`src/design/stmfir_pkg.sv`:
```
// ----------------------------------------------------------------------------
// stmfir_pkg - shared types and constants for the stereo-to-mono FIR
// Widths of the datapath, coefficient reset values and register indexes.
// ----------------------------------------------------------------------------
`default_nettype none

package stmfir_pkg;

  // filter geometry
  localparam int TAPS      = 16;
  localparam int HALF_TAPS = TAPS / 2;
  localparam int HIST_LEN  = TAPS - 1;

  // datapath widths
  localparam int SAMPLE_W  = 16;                 // input and output samples
  localparam int MONO_W    = SAMPLE_W + 1;       // left + right, one fraction bit
  localparam int PAIR_W    = MONO_W + 1;         // symmetric tap pre-add
  localparam int COEF_W    = 16;                 // Q1.15 weight
  localparam int PROD_W    = COEF_W + PAIR_W;    // one lane product
  localparam int PSUM_W    = PROD_W + 1;         // sum of two lanes
  localparam int ACC_W     = PSUM_W + 2;         // sum of all lanes
  localparam int FRAC_BITS = 16;                 // accumulator scale 2^-16
  localparam int QUO_W     = ACC_W - FRAC_BITS;  // scaled result before clamp
  localparam int NUM_PSUM  = HALF_TAPS / 2;

  // configuration port
  localparam int NUM_REGS  = HALF_TAPS;
  localparam int IDX_W     = $clog2(NUM_REGS);
  localparam int ADDR_W    = IDX_W + 2;
  localparam int APB_W     = 32;

  typedef logic signed [SAMPLE_W-1:0] sample_t;
  typedef logic signed [MONO_W-1:0]   mono_t;
  typedef logic signed [PAIR_W-1:0]   pair_t;
  typedef logic signed [COEF_W-1:0]   coef_t;
  typedef logic signed [PROD_W-1:0]   prod_t;
  typedef logic signed [PSUM_W-1:0]   psum_t;
  typedef logic signed [ACC_W-1:0]    acc_t;
  typedef logic signed [QUO_W-1:0]    quo_t;

  typedef coef_t coef_arr_t [HALF_TAPS];
  typedef pair_t pair_arr_t [HALF_TAPS];

  // register indexes
  typedef enum logic [IDX_W-1:0] {
    REG_COEF_A,
    REG_COEF_B,
    REG_COEF_C,
    REG_COEF_D,
    REG_COEF_E,
    REG_COEF_F,
    REG_COEF_G,
    REG_COEF_H
  } reg_idx_t;

  // weights after reset: outer tap pair first
  localparam coef_t COEF_RESET [HALF_TAPS] = '{
    coef_t'(-4313), coef_t'(3402), coef_t'(3163), coef_t'(3352),
    coef_t'(3725),  coef_t'(4124), coef_t'(4448), coef_t'(4625)
  };

endpackage

`default_nettype wire

```
`src/design/stmfir_regs.sv`:
```
// ----------------------------------------------------------------------------
// stmfir_regs - coefficient register file
// APB-style write/read access to the eight symmetric Q1.15 weights.
// ----------------------------------------------------------------------------
`default_nettype none

module stmfir_regs import stmfir_pkg::*; (
  input  wire logic              clk,
  input  wire logic              rst,
  input  wire logic              psel,
  input  wire logic              penable,
  input  wire logic              pwrite,
  input  wire logic [ADDR_W-1:0] paddr,
  input  wire logic [APB_W-1:0]  pwdata,
  output logic      [APB_W-1:0]  prdata,
  output logic                   pready,
  output coef_arr_t              coefs
);

  logic     wr_en;
  reg_idx_t idx;

  assign pready = 1'b1;
  assign wr_en  = psel & penable & pwrite;
  assign idx    = reg_idx_t'(paddr[ADDR_W-1:2]);

  // register writes
  always_ff @(posedge clk) begin
    if (rst) begin
      coefs <= COEF_RESET;
    end else if (wr_en) begin
      unique case (idx)
        REG_COEF_A: coefs[0] <= coef_t'(pwdata[COEF_W-1:0]);
        REG_COEF_B: coefs[1] <= coef_t'(pwdata[COEF_W-1:0]);
        REG_COEF_C: coefs[2] <= coef_t'(pwdata[COEF_W-1:0]);
        REG_COEF_D: coefs[3] <= coef_t'(pwdata[COEF_W-1:0]);
        REG_COEF_E: coefs[4] <= coef_t'(pwdata[COEF_W-1:0]);
        REG_COEF_F: coefs[5] <= coef_t'(pwdata[COEF_W-1:0]);
        REG_COEF_G: coefs[6] <= coef_t'(pwdata[COEF_W-1:0]);
        REG_COEF_H: coefs[7] <= coef_t'(pwdata[COEF_W-1:0]);
        default: ;
      endcase
    end
  end

  // read back, sign extended
  assign prdata = APB_W'(coefs[idx]);

endmodule

`default_nettype wire

```
`config.mk`:
```
export PLATFORM = sky130hd
export DESIGN_NAME = stmfir_regs
export DESIGN_NICKNAME = d
export VERILOG_FILES = /design/src/design/stmfir_pkg.sv /design/src/design/stmfir_regs.sv
export SDC_FILE = /design/constraint.sdc
export NUM_CORES = 1
export LEC_CHECK = 0
export BUFFER_PORTS_ARGS = -buffer_cell sky130_fd_sc_hd__buf_2
export CAP_MARGIN = 20
export CELL_PAD_IN_SITES_DETAIL_PLACEMENT = 1
export CELL_PAD_IN_SITES_GLOBAL_PLACEMENT = 1
export CORE_UTILIZATION = 30
export CTS_BUF_LIST = sky130_fd_sc_hd__clkbuf_8
export CTS_CLUSTER_SIZE = 20
export DETAILED_ROUTE_END_ITERATION = 8
export GPL_ROUTABILITY_DRIVEN = 1
export PLACE_DENSITY_LB_ADDON = 0.1
export SKIP_CTS_REPAIR_TIMING = 1
export SLEW_MARGIN = 40
export SYNTH_ARGS = -nofsm -noshare
export SYNTH_HDL_FRONTEND = slang
export SYNTH_SLANG_ARGS = --single-unit
```
`constraint.sdc`:
```
create_clock -name clk -period 1.9 [get_ports clk]
set_input_delay 0.38 -clock clk [delete_from_list [all_inputs] [get_ports clk]]
set_output_delay 0.38 -clock clk [all_outputs]
set_load 0.1 [all_outputs]
```
==> run_results.csv <==
group,metric,value,unit
finish,final_core_util,0.434,
finish,layout_commonest_cell,"buf_2",
route,drc_errors,0,
yosys,synthArstFlopShare,0,
setup_path,cpLargestDelayFamily,"multiplexers",
global_routing,antenna_found_initial,0,
setup_path,slowest_delay,0.52,ns
yosys,netlist_area,6180,um2
yosys,synth_edf_count,0,
timing,finalHoldViolCount,0,
route,dr_total_vias,5714,
pwr,total_power,6.42,mW
yosys,yosysUniqueCellTypes,30,
clock_tree,worstSkewPairLatency,0.45,ns
route,routedWlPerCell,21.5,um
setup_path,critPathMaxFanout,8,
setup_path,slowest_stage,"mux4_2",
clock_tree,htreeDepth,4,
timing,setup_ws,-0.382,ns
place,place_area,7780,um2
clock_tree,cts_sinks,128,
setup_path,critPathKind,"reg2out",
pwr,seq_power_share,0.422,
setup_path,cp.arrival,1.90,ns
route,vias_per_cell,5.08,
clock_tree,cts_tree,"built",
timing,rsz0062_at_grt,"yes",
yosys,synth_area_per_cell,9.89,um2
timing,max_clock_freq,0.438,GHz
global_routing,grt_max_degree,39,
pwr,combPwrFrac,0.193,
timing,clock_skew,0,ns
yosys,synth_ff_type,"dfxtp_1",
finish,layout-drive-gt1-share,0.570,
clock_tree,clk_path_buf_depth,2,
floorplanning,die_area,21200,um2
worst_hold_path,hp-class,"in2reg",
finish,fill_cells,2299,
pwr,power_frac_clock,0.385,
global_routing,grt_pass1_vias,5701,
yosys,syn-num-nets,667,
floorplanning,rows,52,
finish,largest_registers,"coefs: 128 flops",
finish,area_growth,42.1,%
pwr,ir_worst_vdd,0.000442,V
timing,period_minus_slack,2.28,ns
setup_path,cp.required,1.52,ns
timing,post-route-period-util,1.20,
pwr,p_sw,2.04,mW
finish,top_register,"coefs",
finish,largest_register_ffs,128,
clock_tree,clk_pin_slew,0.08,ns
setup_path,critPathLaunchType,"register",
floorplanning,die_width,146,um
outcome,violations,"setup timing",
timing,slew_headroom,0.652,
route,antenna_left,0,
run,timing.max_cap.violations,0,
route,first_pass_iters,4,
yosys,ys_ff_latch,128,
clock_tree,root_buffer,"clkbuf_8",
timing,worstMarginPinSlew,0.526,ns
finish,fin_area,8780,um2
floorplanning,die_h,146,um
place,gp_congestion,0.789,
setup_path,cp_cell_sequence,"mux4_2 -> mux2_4 -> buf_6",
pwr,switching_share,0.318,
global_routing,grt_overflow_total,0,
floorplanning,io_pins,203,
setup_path,end_kind,"output port",
pwr,power.leakage,3.83,nW
yosys,ys_warn_count,0,
timing,final_max_slew_viol_count,0,
setup_path,critPathBufInv,1,
finish,layoutNonFillerInstCount,1124,
clock_tree,cts_buffers,17,
route,wirelength,24200,um
timing,setup-violations-final,32,
pwr,powerDensity,731,nW/um2
place,port_buffers,183,
outcome,status,"complete, but fails checks",
global_routing,globalRouteTotalUtil,0.224,
pwr,p_int,4.38,mW
finish,mostFrequentLayoutCells,"148 x buf_2, 118 x dfxtp_2, 91 x o21ai_0, 75 x buf_4, 66 x nor2_1",
route,first_iter_violations,337,
place,pre_cts_ws,-0.415,ns
yosys,ys_seq_area_frac,0.415,
yosys,syn_inst,625,
place,dpl.hpwl,17800,um
floorplanning,core,20200,um2
floorplanning,start_util,0.305,
place,dp_cells,1064,
finish,nNetsFinal,882,
global_routing,grt_pass1_wl,35500,um
## worst register-to-register path, delay by kind of cell (launching register included)
| kind | cells | cell delay (ns) |
|---|---|---|
| flip-flops | 1 | 0.33 |
| buffers and inverters | 1 | 0.13 |
| AO/OA/AOI/OAI | 2 | 0.18 |
| AND/OR/NAND/NOR | 1 | 0.12 |
## synth_stat cells (3+ instances only)
cell type | count | area, um2
buf_4 | 24 | 180
clkbuf_2 | 3 | 15.0
dfxtp_1 | 128 | 2560
nand3_1 | 21 | 105
o21ai_1 | 20 | 100
buf_2 | 12 | 60.1
nand2_2 | 3 | 18.8
buf_6 | 7 | 78.8
mux2i_1 | 62 | 621
nand2b_1 | 33 | 206
o21ai_0 | 91 | 455
mux4_2 | 30 | 676
a21oi_1 | 21 | 105
nor2_1 | 66 | 248
mux2_2 | 16 | 180
nor2b_1 | 46 | 288
clkbuf_1 | 26 | 97.6
## logic make-up (layout without fill, tap and decap cells)
group / Yosys count / after routing / share of synthesized area
AOI/OAI and AO/OA: 132 / 132 / 0.107
buffers and inverters: 73 / 300 / 0.0731
other: 1 / 2 / 0.000607
and+or+nand+nor: 181 / 181 / 0.157
DFF: 128 / 128 / 0.415
muxes: 110 / 111 / 0.247
## power groups by stage
stage / logic (mW) / clock network, mW / registers (mW)
finish: 1.24 / 2.47 / 2.71
global route: 1.28 / 2.62 / 2.71
CTS: 1.08 / 2.51 / 2.71
detailed placement: 1.08 / 0 / 2.78
global placement: 1.07 / 0 / 2.78
floorplan: 0.739 / 0 / 2.92
## path summary, 6_finish.rpt
path / depth (start not counted) / startpoint / end / slack [ns]
max: 3 / coefs[79] / prdata[18] / -0.38
max reg2reg: 4 / coefs[1] / coefs[1] / 1.02
min reg2reg: 2 / coefs[87] / coefs[87] / 0.49
min: 3 / pwdata[6] / coefs[70] / 0.22
## routing by layer
metal  wire length (um)  global-route usage  vias up
li1                   -                   -     2600
met1              11900               0.333     2917
met2              10700               0.327      184
met3               1340              0.0527       13
met4                176              0.0468        0
met5                  0                   0        -
## final cells by class
type,instances,area (um2),share of cell area
sequential,128,2750,0.313
clock inverter,15,168,0.0191
tap,270,338,0.0385
timing repair buffer,268,2040,0.233
clock buffer,17,234,0.0266
multi-input combinational,425,3250,0.370
antenna,1,2.50,0.000285
## metrics by stage
stage / setup TNS [ns] / hold slack [ns]
2_1_floorplan: -3.94 / 0.517
3_3_place_gp: -12.17 / 0.464
3_5_place_dp: -12.72 / 0.482
4_1_cts: -13.92 / 0.190
5_1_grt: -12.07 / 0.194
6_report: -10.16 / 0.216
No activity file was read; power rests on OpenSTA's default activity.
